### config.mk
export PLATFORM = sky130hd
export DESIGN_NAME = line_follow_pid_drive_flat
export DESIGN_NICKNAME = d
export VERILOG_FILES = /design/src/sv/lfpd_pkg.sv /design/src/sv/lfpd_if.sv /design/src/sv/lfpd_lane.sv /design/src/sv/lfpd_state.sv /design/src/sv/lfpd_mac.sv /design/src/sv/lfpd_mix.sv /design/src/sv/line_follow_pid_drive.sv /design/src/flat_wrapper.sv
export SDC_FILE = /design/constraint.sdc
export NUM_CORES = 2
export LEC_CHECK = 0
export BUFFER_PORTS_ARGS = -buffer_cell sky130_fd_sc_hd__buf_4
export CORE_MARGIN = 2
export CORE_UTILIZATION = 25
export CTS_BUF_LIST = sky130_fd_sc_hd__clkbuf_4
export DETAILED_ROUTE_END_ITERATION = 6
export PLACE_DENSITY = 0.45
export SLEW_MARGIN = 10
export SYNTH_ARGS = -nofsm -noshare
export SYNTH_HDL_FRONTEND = slang
export SYNTH_SLANG_ARGS = --single-unit
### constraint.sdc
create_clock -name clk -period 8.9 [get_ports clk]
set_input_delay 0 -clock clk [delete_from_list [all_inputs] [get_ports clk]]
set_output_delay 0 -clock clk [all_outputs]
set_load 0.02 [all_outputs]
### src/sv/lfpd_pkg.sv
// Package for line_follow_pid_drive: constants, register codes, stage payload types.
// Depends on nothing; every other file of the block but lfpd_checker uses it by scoped names.
`default_nettype none
package lfpd_pkg;

    localparam int SENSOR_COUNT = 8;
    localparam int LEVEL_INPUTS = 8;
    localparam int LANE_COUNT   = (SENSOR_COUNT > LEVEL_INPUTS) ? LEVEL_INPUTS : SENSOR_COUNT;

    localparam int POS_W   = 13;
    localparam int LEVEL_W = 10;
    localparam int GAIN_W  = 16;
    localparam int SPEED_W = 8;
    localparam int ERR_W   = 13;
    localparam int DERIV_W = 14;
    localparam int INTEG_W = 18;
    localparam int ACC_W   = 21;
    localparam int SUM_W   = 40;
    localparam int QUO_W   = 24;
    localparam int CORR_W  = 9;
    localparam int CFG_ADDR_W = 3;
    localparam int CFG_DATA_W = 16;

    localparam logic [POS_W-1:0]           POS_MAX       = 13'd7000;
    localparam logic signed [DERIV_W-1:0]  CENTER_POS    = 14'sd3500;
    localparam logic signed [ACC_W-1:0]    INTEG_LIMIT   = 21'sd128000;
    localparam logic signed [26:0]         DECAY_NUM     = 27'sd205;
    localparam logic signed [26:0]         DECAY_BIAS    = 27'sd255;
    localparam logic signed [SUM_W-1:0]    QUO_BIAS      = 40'sd65535;
    localparam logic [SPEED_W-1:0]         THIRD_MUL     = 8'd171;
    localparam logic [SPEED_W-1:0]         DRIVE_MAX     = 8'd255;

    localparam logic [GAIN_W-1:0]    KP_RESET  = 16'd0;
    localparam logic [GAIN_W-1:0]    KI_RESET  = 16'd0;
    localparam logic [GAIN_W-1:0]    KD_RESET  = 16'd0;
    localparam logic [SPEED_W-1:0]   TOP_RESET = 8'd200;
    localparam logic [LEVEL_W-1:0]   THR_RESET = 10'd500;

    typedef enum logic [CFG_ADDR_W-1:0] {
        REG_KP_GAIN        = 3'd0,
        REG_KI_GAIN        = 3'd1,
        REG_KD_GAIN        = 3'd2,
        REG_TOP_SPEED      = 3'd3,
        REG_DARK_THRESHOLD = 3'd4
    } reg_index_t;

    typedef struct packed {
        logic [GAIN_W-1:0]  kp_gain;
        logic [GAIN_W-1:0]  ki_gain;
        logic [GAIN_W-1:0]  kd_gain;
        logic [SPEED_W-1:0] top_speed;
        logic [LEVEL_W-1:0] dark_threshold;
    } cfg_t;

    typedef struct packed {
        logic                       lost;
        logic signed [ERR_W-1:0]    err;
        logic signed [DERIV_W-1:0]  deriv;
        logic signed [INTEG_W-1:0]  integ;
    } s1_t;

    typedef struct packed {
        logic               lost;
        logic signed [29:0] p_kp;
        logic signed [34:0] p_ki;
        logic signed [30:0] p_kd;
    } s2_t;

    typedef struct packed {
        logic                    lost;
        logic signed [SUM_W-1:0] sum;
    } s3_t;

endpackage
`default_nettype wire

### src/sv/lfpd_if.sv
// Channel interfaces for line_follow_pid_drive: sample input, drive output, config write.
// Depends on lfpd_pkg for field widths.
`default_nettype none
interface lfpd_samp_if;
    logic                              valid;
    logic                              ready;
    logic [lfpd_pkg::POS_W-1:0]        line_position;
    logic [lfpd_pkg::LEVEL_W-1:0]      level_0;
    logic [lfpd_pkg::LEVEL_W-1:0]      level_1;
    logic [lfpd_pkg::LEVEL_W-1:0]      level_2;
    logic [lfpd_pkg::LEVEL_W-1:0]      level_3;
    logic [lfpd_pkg::LEVEL_W-1:0]      level_4;
    logic [lfpd_pkg::LEVEL_W-1:0]      level_5;
    logic [lfpd_pkg::LEVEL_W-1:0]      level_6;
    logic [lfpd_pkg::LEVEL_W-1:0]      level_7;
    modport source (output valid, line_position, level_0, level_1, level_2, level_3,
                    level_4, level_5, level_6, level_7, input ready);
    modport sink   (input valid, line_position, level_0, level_1, level_2, level_3,
                    level_4, level_5, level_6, level_7, output ready);
endinterface

interface lfpd_cmd_if;
    logic                              valid;
    logic                              ready;
    logic [lfpd_pkg::SPEED_W-1:0]      left_drive;
    logic [lfpd_pkg::SPEED_W-1:0]      right_drive;
    logic                              line_lost;
    modport source (output valid, left_drive, right_drive, line_lost, input ready);
    modport sink   (input valid, left_drive, right_drive, line_lost, output ready);
endinterface

interface lfpd_cfg_if;
    logic                              valid;
    logic                              ready;
    logic [lfpd_pkg::CFG_ADDR_W-1:0]   addr;
    logic [lfpd_pkg::CFG_DATA_W-1:0]   data;
    modport source (output valid, addr, data, input ready);
    modport sink   (input valid, addr, data, output ready);
endinterface
`default_nettype wire

### src/sv/lfpd_lane.sv
// One sensor lane: tests a reflectance level against the dark threshold.
// Depends on lfpd_pkg.
`default_nettype none
module lfpd_lane (
    input  wire logic [lfpd_pkg::LEVEL_W-1:0] level,
    input  wire logic [lfpd_pkg::LEVEL_W-1:0] threshold,
    output logic                              hit
);
    assign hit = (level > threshold);
endmodule
`default_nettype wire

### src/sv/lfpd_state.sv
// Lane merge and controller state: error, derivative, clamped or decayed integral.
// Depends on lfpd_pkg; feeds the first pipeline register (s1_t).
`default_nettype none
module lfpd_state (
    input  wire logic                              clk,
    input  wire logic                              rst_n,
    input  wire logic                              load,
    input  wire logic [lfpd_pkg::LANE_COUNT-1:0]   hits,
    input  wire logic [lfpd_pkg::POS_W-1:0]        position,
    output lfpd_pkg::s1_t                          s1
);
    logic signed [lfpd_pkg::INTEG_W-1:0] integ_reg;
    logic signed [lfpd_pkg::INTEG_W-1:0] integ_next;
    logic signed [lfpd_pkg::ERR_W-1:0]   prev_err_reg;
    logic signed [lfpd_pkg::ERR_W-1:0]   prev_err_next;
    lfpd_pkg::s1_t                       s1_reg;
    lfpd_pkg::s1_t                       s1_next;

    logic                                seen;
    logic [lfpd_pkg::POS_W-1:0]          pos_c;
    logic signed [lfpd_pkg::DERIV_W-1:0] err_w;
    logic signed [lfpd_pkg::ERR_W-1:0]   err;
    logic signed [lfpd_pkg::DERIV_W-1:0] deriv;
    logic signed [lfpd_pkg::ACC_W-1:0]   acc;
    logic signed [lfpd_pkg::INTEG_W-1:0] acc_c;
    logic signed [26:0]                  dprod;
    logic signed [26:0]                  dbias;
    logic signed [26:0]                  dshift;

    always_comb
    begin
        seen  = |hits;
        pos_c = (position > lfpd_pkg::POS_MAX) ? lfpd_pkg::POS_MAX : position;
        err_w = $signed({1'b0, pos_c}) - lfpd_pkg::CENTER_POS;
        err   = err_w[lfpd_pkg::ERR_W-1:0];
        deriv = $signed({err[lfpd_pkg::ERR_W-1], err})
              - $signed({prev_err_reg[lfpd_pkg::ERR_W-1], prev_err_reg});
        acc   = $signed({{(lfpd_pkg::ACC_W-lfpd_pkg::INTEG_W){integ_reg[lfpd_pkg::INTEG_W-1]}},
                         integ_reg})
              + $signed({err, 8'b0});
        if (acc > lfpd_pkg::INTEG_LIMIT)
        begin
            acc_c = lfpd_pkg::INTEG_LIMIT[lfpd_pkg::INTEG_W-1:0];
        end
        else if (acc < -lfpd_pkg::INTEG_LIMIT)
        begin
            acc_c = -lfpd_pkg::INTEG_LIMIT[lfpd_pkg::INTEG_W-1:0];
        end
        else
        begin
            acc_c = acc[lfpd_pkg::INTEG_W-1:0];
        end
        dprod  = $signed({{(27-lfpd_pkg::INTEG_W){integ_reg[lfpd_pkg::INTEG_W-1]}}, integ_reg})
               * lfpd_pkg::DECAY_NUM;
        dbias  = dprod + (dprod[26] ? lfpd_pkg::DECAY_BIAS : 27'sd0);
        dshift = dbias >>> 8;

        if (seen)
        begin
            integ_next    = acc_c;
            prev_err_next = err;
        end
        else
        begin
            integ_next    = dshift[lfpd_pkg::INTEG_W-1:0];
            prev_err_next = prev_err_reg;
        end
        s1_next.lost  = !seen;
        s1_next.err   = err;
        s1_next.deriv = deriv;
        s1_next.integ = integ_next;
    end

    always_ff @(posedge clk or negedge rst_n)
    begin
        if (!rst_n)
        begin
            integ_reg    <= '0;
            prev_err_reg <= '0;
        end
        else if (load)
        begin
            integ_reg    <= integ_next;
            prev_err_reg <= prev_err_next;
        end
    end

    always_ff @(posedge clk)
    begin
        if (load)
        begin
            s1_reg <= s1_next;
        end
    end

    assign s1 = s1_reg;
endmodule
`default_nettype wire

### src/sv/lfpd_mac.sv
// Gain multipliers and the PID sum, two pipeline stages.
// Depends on lfpd_pkg; takes s1_t, delivers s3_t.
`default_nettype none
module lfpd_mac (
    input  wire logic              clk,
    input  wire logic              load_mul,
    input  wire logic              load_sum,
    input  wire lfpd_pkg::cfg_t    cfg_regs,
    input  wire lfpd_pkg::s1_t     s1,
    output lfpd_pkg::s3_t          s3
);
    lfpd_pkg::s2_t s2_reg;
    lfpd_pkg::s2_t s2_next;
    lfpd_pkg::s3_t s3_reg;
    lfpd_pkg::s3_t s3_next;

    logic signed [lfpd_pkg::GAIN_W:0]    kp_s;
    logic signed [lfpd_pkg::GAIN_W:0]    ki_s;
    logic signed [lfpd_pkg::GAIN_W:0]    kd_s;
    logic signed [lfpd_pkg::SUM_W-1:0]   t_kp;
    logic signed [lfpd_pkg::SUM_W-1:0]   t_ki;
    logic signed [lfpd_pkg::SUM_W-1:0]   t_kd;

    always_comb
    begin
        kp_s = $signed({1'b0, cfg_regs.kp_gain});
        ki_s = $signed({1'b0, cfg_regs.ki_gain});
        kd_s = $signed({1'b0, cfg_regs.kd_gain});
        s2_next.lost = s1.lost;
        s2_next.p_kp = 30'(kp_s) * 30'(s1.err);
        s2_next.p_ki = 35'(ki_s) * 35'(s1.integ);
        s2_next.p_kd = 31'(kd_s) * 31'(s1.deriv);
    end

    always_comb
    begin
        t_kp = $signed({{2{s2_reg.p_kp[29]}}, s2_reg.p_kp, 8'b0});
        t_ki = $signed({{5{s2_reg.p_ki[34]}}, s2_reg.p_ki});
        t_kd = $signed({s2_reg.p_kd[30], s2_reg.p_kd, 8'b0});
        s3_next.lost = s2_reg.lost;
        s3_next.sum  = t_kp + t_ki + t_kd;
    end

    always_ff @(posedge clk)
    begin
        if (load_mul)
        begin
            s2_reg <= s2_next;
        end
        if (load_sum)
        begin
            s3_reg <= s3_next;
        end
    end

    assign s3 = s3_reg;
endmodule
`default_nettype wire

### src/sv/lfpd_mix.sv
// Correction scaling and clamp, then base speed and left/right drive saturation.
// Depends on lfpd_pkg; takes s3_t, holds the output register.
`default_nettype none
module lfpd_mix (
    input  wire logic                              clk,
    input  wire logic                              load_corr,
    input  wire logic                              load_out,
    input  wire lfpd_pkg::cfg_t                    cfg_regs,
    input  wire lfpd_pkg::s3_t                     s3,
    output logic [lfpd_pkg::SPEED_W-1:0]           left_drive,
    output logic [lfpd_pkg::SPEED_W-1:0]           right_drive,
    output logic                                   line_lost
);
    logic signed [lfpd_pkg::CORR_W-1:0] corr_reg;
    logic signed [lfpd_pkg::CORR_W-1:0] corr_next;
    logic                               lost4_reg;
    logic [lfpd_pkg::SPEED_W-1:0]       left_reg;
    logic [lfpd_pkg::SPEED_W-1:0]       left_next;
    logic [lfpd_pkg::SPEED_W-1:0]       right_reg;
    logic [lfpd_pkg::SPEED_W-1:0]       right_next;
    logic                               lost_reg;

    logic signed [lfpd_pkg::SUM_W-1:0]  biased;
    logic signed [lfpd_pkg::SUM_W-1:0]  quo_w;
    logic signed [lfpd_pkg::QUO_W-1:0]  quo;
    logic signed [lfpd_pkg::QUO_W-1:0]  top_q;
    logic [lfpd_pkg::SPEED_W-1:0]       acorr;
    logic [lfpd_pkg::SPEED_W-1:0]       base0;
    logic [15:0]                        tprod;
    logic [lfpd_pkg::SPEED_W-1:0]       third;
    logic [lfpd_pkg::SPEED_W-1:0]       base;
    logic signed [9:0]                  lsum;
    logic signed [9:0]                  rsum;

    always_comb
    begin
        biased = s3.sum + (s3.sum[lfpd_pkg::SUM_W-1] ? lfpd_pkg::QUO_BIAS : 40'sd0);
        quo_w  = biased >>> 16;
        quo    = quo_w[lfpd_pkg::QUO_W-1:0];
        top_q  = $signed({{(lfpd_pkg::QUO_W-lfpd_pkg::SPEED_W){1'b0}}, cfg_regs.top_speed});
        if (quo > top_q)
        begin
            corr_next = $signed({1'b0, cfg_regs.top_speed});
        end
        else if (quo < -top_q)
        begin
            corr_next = -$signed({1'b0, cfg_regs.top_speed});
        end
        else
        begin
            corr_next = quo[lfpd_pkg::CORR_W-1:0];
        end
    end

    always_comb
    begin
        acorr = corr_reg[lfpd_pkg::CORR_W-1] ? 8'(-corr_reg) : corr_reg[lfpd_pkg::SPEED_W-1:0];
        base0 = cfg_regs.top_speed - {1'b0, acorr[lfpd_pkg::SPEED_W-1:1]};
        tprod = 16'(cfg_regs.top_speed) * 16'(lfpd_pkg::THIRD_MUL);
        third = {1'b0, tprod[15:9]};
        base  = (base0 < third) ? third : base0;
        lsum  = $signed({2'b0, base}) + $signed({corr_reg[lfpd_pkg::CORR_W-1], corr_reg});
        rsum  = $signed({2'b0, base}) - $signed({corr_reg[lfpd_pkg::CORR_W-1], corr_reg});
        if (lost4_reg)
        begin
            left_next  = '0;
            right_next = '0;
        end
        else
        begin
            left_next  = lsum[9] ? 8'd0 : (lsum[8] ? lfpd_pkg::DRIVE_MAX : lsum[7:0]);
            right_next = rsum[9] ? 8'd0 : (rsum[8] ? lfpd_pkg::DRIVE_MAX : rsum[7:0]);
        end
    end

    always_ff @(posedge clk)
    begin
        if (load_corr)
        begin
            corr_reg  <= corr_next;
            lost4_reg <= s3.lost;
        end
        if (load_out)
        begin
            left_reg  <= left_next;
            right_reg <= right_next;
            lost_reg  <= lost4_reg;
        end
    end

    assign left_drive  = left_reg;
    assign right_drive = right_reg;
    assign line_lost   = lost_reg;
endmodule
`default_nettype wire

### src/sv/line_follow_pid_drive.sv
// Top level of line_follow_pid_drive: config registers, sensor lanes, pipeline control.
// Depends on lfpd_pkg, lfpd_if, lfpd_lane, lfpd_state, lfpd_mac, lfpd_mix.
//
// Channels: samp carries one sample (line_position and level_0..level_7), cmd returns
// left_drive, right_drive and line_lost, cfg writes kp_gain, ki_gain, kd_gain, top_speed
// and dark_threshold at indexes 0..4; other indexes are dropped. cfg.ready is always high.
// Each channel transfers at a rising edge with valid and ready high.
// A sample passes the s1, s2, s3, correction and output registers before it shows on cmd.
// Throughput: one sample per cycle while cmd does not stall. The integral and previous error update in the
// cycle the sample transfers, so consecutive samples need no gap; the five-stage
// pipeline (lane test and state, gain multiply, sum, correction, drive) sets latency.
// The LANE_COUNT lanes test their levels in parallel and an OR merges the hits.
// Reset clears the integral, previous error, stage valid bits and loads register
// defaults (gains 0, top_speed 200, dark_threshold 500).
// When cmd stalls, the result holds in the output register and stages fill behind
// it; samp.ready drops only once all five stages hold a sample.
`default_nettype none
module line_follow_pid_drive (
    input  wire logic  clk,
    input  wire logic  rst_n,
    lfpd_samp_if.sink  samp,
    lfpd_cmd_if.source cmd,
    lfpd_cfg_if.sink   cfg
);
    lfpd_pkg::cfg_t cfg_reg;
    lfpd_pkg::cfg_t cfg_next;

    logic v1_reg, v2_reg, v3_reg, v4_reg, v5_reg;
    logic en1, en2, en3, en4, en5;

    logic [lfpd_pkg::LEVEL_W-1:0]    level_arr [lfpd_pkg::LEVEL_INPUTS];
    logic [lfpd_pkg::LANE_COUNT-1:0] hits;
    lfpd_pkg::s1_t                   s1;
    lfpd_pkg::s3_t                   s3;

    always_comb
    begin
        cfg_next = cfg_reg;
        if (cfg.valid)
        begin
            unique case (cfg.addr)
                lfpd_pkg::REG_KP_GAIN:        cfg_next.kp_gain        = cfg.data;
                lfpd_pkg::REG_KI_GAIN:        cfg_next.ki_gain        = cfg.data;
                lfpd_pkg::REG_KD_GAIN:        cfg_next.kd_gain        = cfg.data;
                lfpd_pkg::REG_TOP_SPEED:      cfg_next.top_speed      = cfg.data[7:0];
                lfpd_pkg::REG_DARK_THRESHOLD: cfg_next.dark_threshold = cfg.data[9:0];
                default:                      cfg_next = cfg_reg;
            endcase
        end
    end

    always_ff @(posedge clk or negedge rst_n)
    begin
        if (!rst_n)
        begin
            cfg_reg.kp_gain        <= lfpd_pkg::KP_RESET;
            cfg_reg.ki_gain        <= lfpd_pkg::KI_RESET;
            cfg_reg.kd_gain        <= lfpd_pkg::KD_RESET;
            cfg_reg.top_speed      <= lfpd_pkg::TOP_RESET;
            cfg_reg.dark_threshold <= lfpd_pkg::THR_RESET;
        end
        else
        begin
            cfg_reg <= cfg_next;
        end
    end

    assign cfg.ready = 1'b1;

    assign en5 = !v5_reg || cmd.ready;
    assign en4 = !v4_reg || en5;
    assign en3 = !v3_reg || en4;
    assign en2 = !v2_reg || en3;
    assign en1 = !v1_reg || en2;
    assign samp.ready = en1;

    always_ff @(posedge clk or negedge rst_n)
    begin
        if (!rst_n)
        begin
            v1_reg <= 1'b0;
            v2_reg <= 1'b0;
            v3_reg <= 1'b0;
            v4_reg <= 1'b0;
            v5_reg <= 1'b0;
        end
        else
        begin
            if (en1) v1_reg <= samp.valid;
            if (en2) v2_reg <= v1_reg;
            if (en3) v3_reg <= v2_reg;
            if (en4) v4_reg <= v3_reg;
            if (en5) v5_reg <= v4_reg;
        end
    end

    assign level_arr[0] = samp.level_0;
    assign level_arr[1] = samp.level_1;
    assign level_arr[2] = samp.level_2;
    assign level_arr[3] = samp.level_3;
    assign level_arr[4] = samp.level_4;
    assign level_arr[5] = samp.level_5;
    assign level_arr[6] = samp.level_6;
    assign level_arr[7] = samp.level_7;

    for (genvar i = 0; i < lfpd_pkg::LANE_COUNT; i++)
    begin : g_lane
        lfpd_lane u_lane (
            .level     (level_arr[i]),
            .threshold (cfg_reg.dark_threshold),
            .hit       (hits[i])
        );
    end

    lfpd_state u_state (
        .clk      (clk),
        .rst_n    (rst_n),
        .load     (samp.valid && en1),
        .hits     (hits),
        .position (samp.line_position),
        .s1       (s1)
    );

    lfpd_mac u_mac (
        .clk      (clk),
        .load_mul (v1_reg && en2),
        .load_sum (v2_reg && en3),
        .cfg_regs (cfg_reg),
        .s1       (s1),
        .s3       (s3)
    );

    lfpd_mix u_mix (
        .clk         (clk),
        .load_corr   (v3_reg && en4),
        .load_out    (v4_reg && en5),
        .cfg_regs    (cfg_reg),
        .s3          (s3),
        .left_drive  (cmd.left_drive),
        .right_drive (cmd.right_drive),
        .line_lost   (cmd.line_lost)
    );

    assign cmd.valid = v5_reg;
endmodule
`default_nettype wire

### src/flat_wrapper.sv
// flat-port wrapper written by rule: the top's interface ports become plain ports
module line_follow_pid_drive_flat 
  (clk, rst_n, samp_valid, samp_line_position, samp_level_0, samp_level_1, samp_level_2, samp_level_3, samp_level_4, samp_level_5, samp_level_6, samp_level_7, samp_ready, cmd_valid, cmd_left_drive, cmd_right_drive, cmd_line_lost, cmd_ready, cfg_valid, cfg_addr, cfg_data, cfg_ready);
  lfpd_samp_if samp_i ();
  lfpd_cmd_if cmd_i ();
  lfpd_cfg_if cfg_i ();
  input  wire logic clk;
  input  wire logic rst_n;
  input wire logic [$bits(samp_i.valid)-1:0] samp_valid;
  input wire logic [$bits(samp_i.line_position)-1:0] samp_line_position;
  input wire logic [$bits(samp_i.level_0)-1:0] samp_level_0;
  input wire logic [$bits(samp_i.level_1)-1:0] samp_level_1;
  input wire logic [$bits(samp_i.level_2)-1:0] samp_level_2;
  input wire logic [$bits(samp_i.level_3)-1:0] samp_level_3;
  input wire logic [$bits(samp_i.level_4)-1:0] samp_level_4;
  input wire logic [$bits(samp_i.level_5)-1:0] samp_level_5;
  input wire logic [$bits(samp_i.level_6)-1:0] samp_level_6;
  input wire logic [$bits(samp_i.level_7)-1:0] samp_level_7;
  output wire logic [$bits(samp_i.ready)-1:0] samp_ready;
  output wire logic [$bits(cmd_i.valid)-1:0] cmd_valid;
  output wire logic [$bits(cmd_i.left_drive)-1:0] cmd_left_drive;
  output wire logic [$bits(cmd_i.right_drive)-1:0] cmd_right_drive;
  output wire logic [$bits(cmd_i.line_lost)-1:0] cmd_line_lost;
  input wire logic [$bits(cmd_i.ready)-1:0] cmd_ready;
  input wire logic [$bits(cfg_i.valid)-1:0] cfg_valid;
  input wire logic [$bits(cfg_i.addr)-1:0] cfg_addr;
  input wire logic [$bits(cfg_i.data)-1:0] cfg_data;
  output wire logic [$bits(cfg_i.ready)-1:0] cfg_ready;
  assign samp_i.valid = samp_valid;
  assign samp_i.line_position = samp_line_position;
  assign samp_i.level_0 = samp_level_0;
  assign samp_i.level_1 = samp_level_1;
  assign samp_i.level_2 = samp_level_2;
  assign samp_i.level_3 = samp_level_3;
  assign samp_i.level_4 = samp_level_4;
  assign samp_i.level_5 = samp_level_5;
  assign samp_i.level_6 = samp_level_6;
  assign samp_i.level_7 = samp_level_7;
  assign samp_ready = samp_i.ready;
  assign cmd_valid = cmd_i.valid;
  assign cmd_left_drive = cmd_i.left_drive;
  assign cmd_right_drive = cmd_i.right_drive;
  assign cmd_line_lost = cmd_i.line_lost;
  assign cmd_i.ready = cmd_ready;
  assign cfg_i.valid = cfg_valid;
  assign cfg_i.addr = cfg_addr;
  assign cfg_i.data = cfg_data;
  assign cfg_ready = cfg_i.ready;
  line_follow_pid_drive u_core (.clk(clk), .rst_n(rst_n), .samp(samp_i), .cmd(cmd_i), .cfg(cfg_i));
endmodule
==> metrics.txt <==
crit path from=u_core.cfg_reg[13]$_DFFE_PN1P_; Post-synth EDFFs=211; WHS=0.126 ns; Port-buffer cells=135; Final period util=0.909; cells on worst reg2reg path=36; Detail Route Antenna Nets=0; endpoints failing setup=0; FF+latch area=0.00890 sq mm; drc violations=0; Top FF cell, synth=edfxtp_1; Die Y=447 um; row count=162; synthesized flop and latch total=313; worst-skew pair later-pin latency=1.06 ns; met1 usage=0.193; status=complete, no violations; # IOs=137; footprint of the multi-input gates=0.0361 sq mm; layout cell share with drive strength beyond 1=0.0868; fillcell total=20,800; final clock skew=0.129 ns; TNS Setup=0 ns; met3 usage=0.0180; max reg flops=97; cell area after synthesis=0.0490 sq mm; grt met2 use=0.243; Critical Path Max Stage Delay=0.65 ns; routed wire length=139,000 um; CTS buffer count=97; core region area=0.195 sq mm; Mapped Cells=5,010; CTS root buf=clkbuf_4; count of max-cap constraint violations=0; RSZ-0062 raised after global routing=no; Worst-Margin Slew=1.02 ns; post-detail-place hpwl=112,000 um; worst relative slew slack=0.322; CTS Buffer Depth=3; Die Width=447 um; final slew viol count=0; WP depth=36; first-pass GRT wire length=221,000 um; worst reg2reg path startpoint=u_core.cfg_reg[13]$_DFFE_PN1P_; initial antenna violation count=9; DR vias/cell=4.39; CP startpoint kind=flop; Async SR Flop Fraction=0.326; TritonCTS clock tree=yes; Crit-path slowest cell=dfstp_2; vias in the first global route=37,900; GR Overflow Total=0; Tmin final=8.09 ns; Reg clk slew, reported paths=0.07 ns; most frequent cells in the layout=inv_1, fa_1, ha_1, nand2_1, and2_1; Crit path required time=9.63 ns; most used cell, CP=nor2_1; share of the yosys chip area belonging to registers=0.182; critical path capture point type=flop; Via Count=34,900; final hold violations=0; f_max=0.124 GHz; P&R area growth vs syn=12.9%; # nets final=6,718; DRT iter0 DRCs=1,572; CP bufs+invs=4; syn nets=6,492; Routed WL per cell=17.5 um; total track usage=0.143; Top delay family on crit path=compound AO/OA/AOI/OAI gates; Initial Util=0.251; largest net degree at the start of global routing=62; Crit Path Max Fanout=9; Crit path arrival time=8.81 ns; grt peak-use layer=met2; Worst Path Class, Setup=reg2reg; htree depth=3; DRT Pass-1 Iters=5; RePlAce Congestion=0.818; Avg Synthesized Cell Area=9.79 sq um; TritonCTS Sinks=313; Ys Warns=0; commonest non-fill, non-tap cell in the layout=inv_1; die area=0.200 sq mm; unique cell type count in the Yosys netlist=103; Hold Path Class=in2async
[cells in the mapped netlist (all sizes together) (7+ instances only)]
cell / instances / area [sq um]
ha: 658 / 8230
edfxtp: 211 / 6340
nor4: 9 / 77.6
o21ai: 130 / 654
nor3: 40 / 205
a221oi: 8 / 76.3
a211oi: 22 / 170
a21oi: 192 / 980
and2: 307 / 1930
o21a: 41 / 308
mux2: 72 / 811
xor2: 59 / 517
a21o: 85 / 638
o211ai: 9 / 72.6
a22oi: 7 / 85.1
nand4: 36 / 231
or2: 18 / 113
nor2: 156 / 588
dfrtp: 93 / 2330
o21bai: 36 / 270
a21boi: 11 / 82.6
fa: 707 / 14200
mux2i: 12 / 120
nand2: 541 / 2030
buf: 11 / 76.3
inv: 932 / 3500
a211o: 9 / 78.8
nand3: 51 / 268
clkbuf: 122 / 458
and3: 20 / 130
nand2b: 62 / 395
nor2b: 36 / 225
a22o: 10 / 87.6
xnor2: 171 / 1500
a2111oi: 8 / 123
o31a: 7 / 61.3
o31ai: 11 / 82.6
a31oi: 23 / 144
dfstp: 9 / 236
[layer usage]
layer,part of all wire,up-vias
li1,-,16700
met1,0.47,17500
met2,0.48,583
met3,0.038,155
met4,0.020,4
met5,0.00019,-
[worst min-delay path, delay by kind of cell]
kind | cells | cell delay [ns]
buf+inv | 3 | 1.55
[final cells by class]
cell class | count | share of cell area
Sequential cell | 313 | 0.161
Timing Repair Buffer | 260 | 0.0395
Multi-Input combinational cell | 3631 | 0.652
Clock buffer | 134 | 0.0182
Antenna cell | 8 | 0.000362
Inverter | 933 | 0.0633
Clock inverter | 49 | 0.00651
Tap cell | 2624 | 0.0593
[cells by family after synthesis]
logic type,after synthesis,synth area share
buffers and inverters,1066,0.0823
muxes,84,0.0190
AOI/OAI and AO/OA,646,0.0879
xor gates and xnor gates,231,0.0415
other,1,0.0000765
and+or+nand+nor,1304,0.131
DFF,313,0.182
adders and majority gates,1365,0.457
[repair_timing]
| action | 4_1_cts | 5_1_grt |
|---|---|---|
| buffers inserted | 0 | 0 |
| gates resized for setup | 0 | 0 |
| hold buffers | 95 | 0 |
| hold endpoints to repair | 206 | 0 |
[metrics by stage]
stage,cell area [sq um],setup slack [ns],utilization,instances
6_report,55400,0.813,0.284,7952
5_1_grt,55400,0.177,0.284,7949
4_1_cts,55300,0.809,0.284,7944
3_5_place_dp,53000,0.784,0.272,7666
3_3_place_gp,53000,0.737,0.272,7666
2_1_floorplan,49000,1.42,-,5010
[final timing paths]
kind                       slack [ns]                                          to
setup reg to reg                 0.81    u_core.u_mix.left_drive[1]$_SDFFCE_PP0P_
hold / removal                   0.13              u_core.cfg_reg[55]$_DFFE_PN0P_
max in group asynchronous        6.90  u_core.u_state.prev_err_reg[8]$_DFFE_PN0P_
min in group clk                 0.14             u_core.u_state.s1[42]$_DFFE_PP_
setup / recovery                 0.81    u_core.u_mix.left_drive[1]$_SDFFCE_PP0P_
hold reg to reg                  0.41                u_core.u_mac.s3[6]$_DFFE_PP_
Power is left out: the tool's default activity adds up to more than one toggle a clock period on the data nets, which glitch-free logic cannot reach.
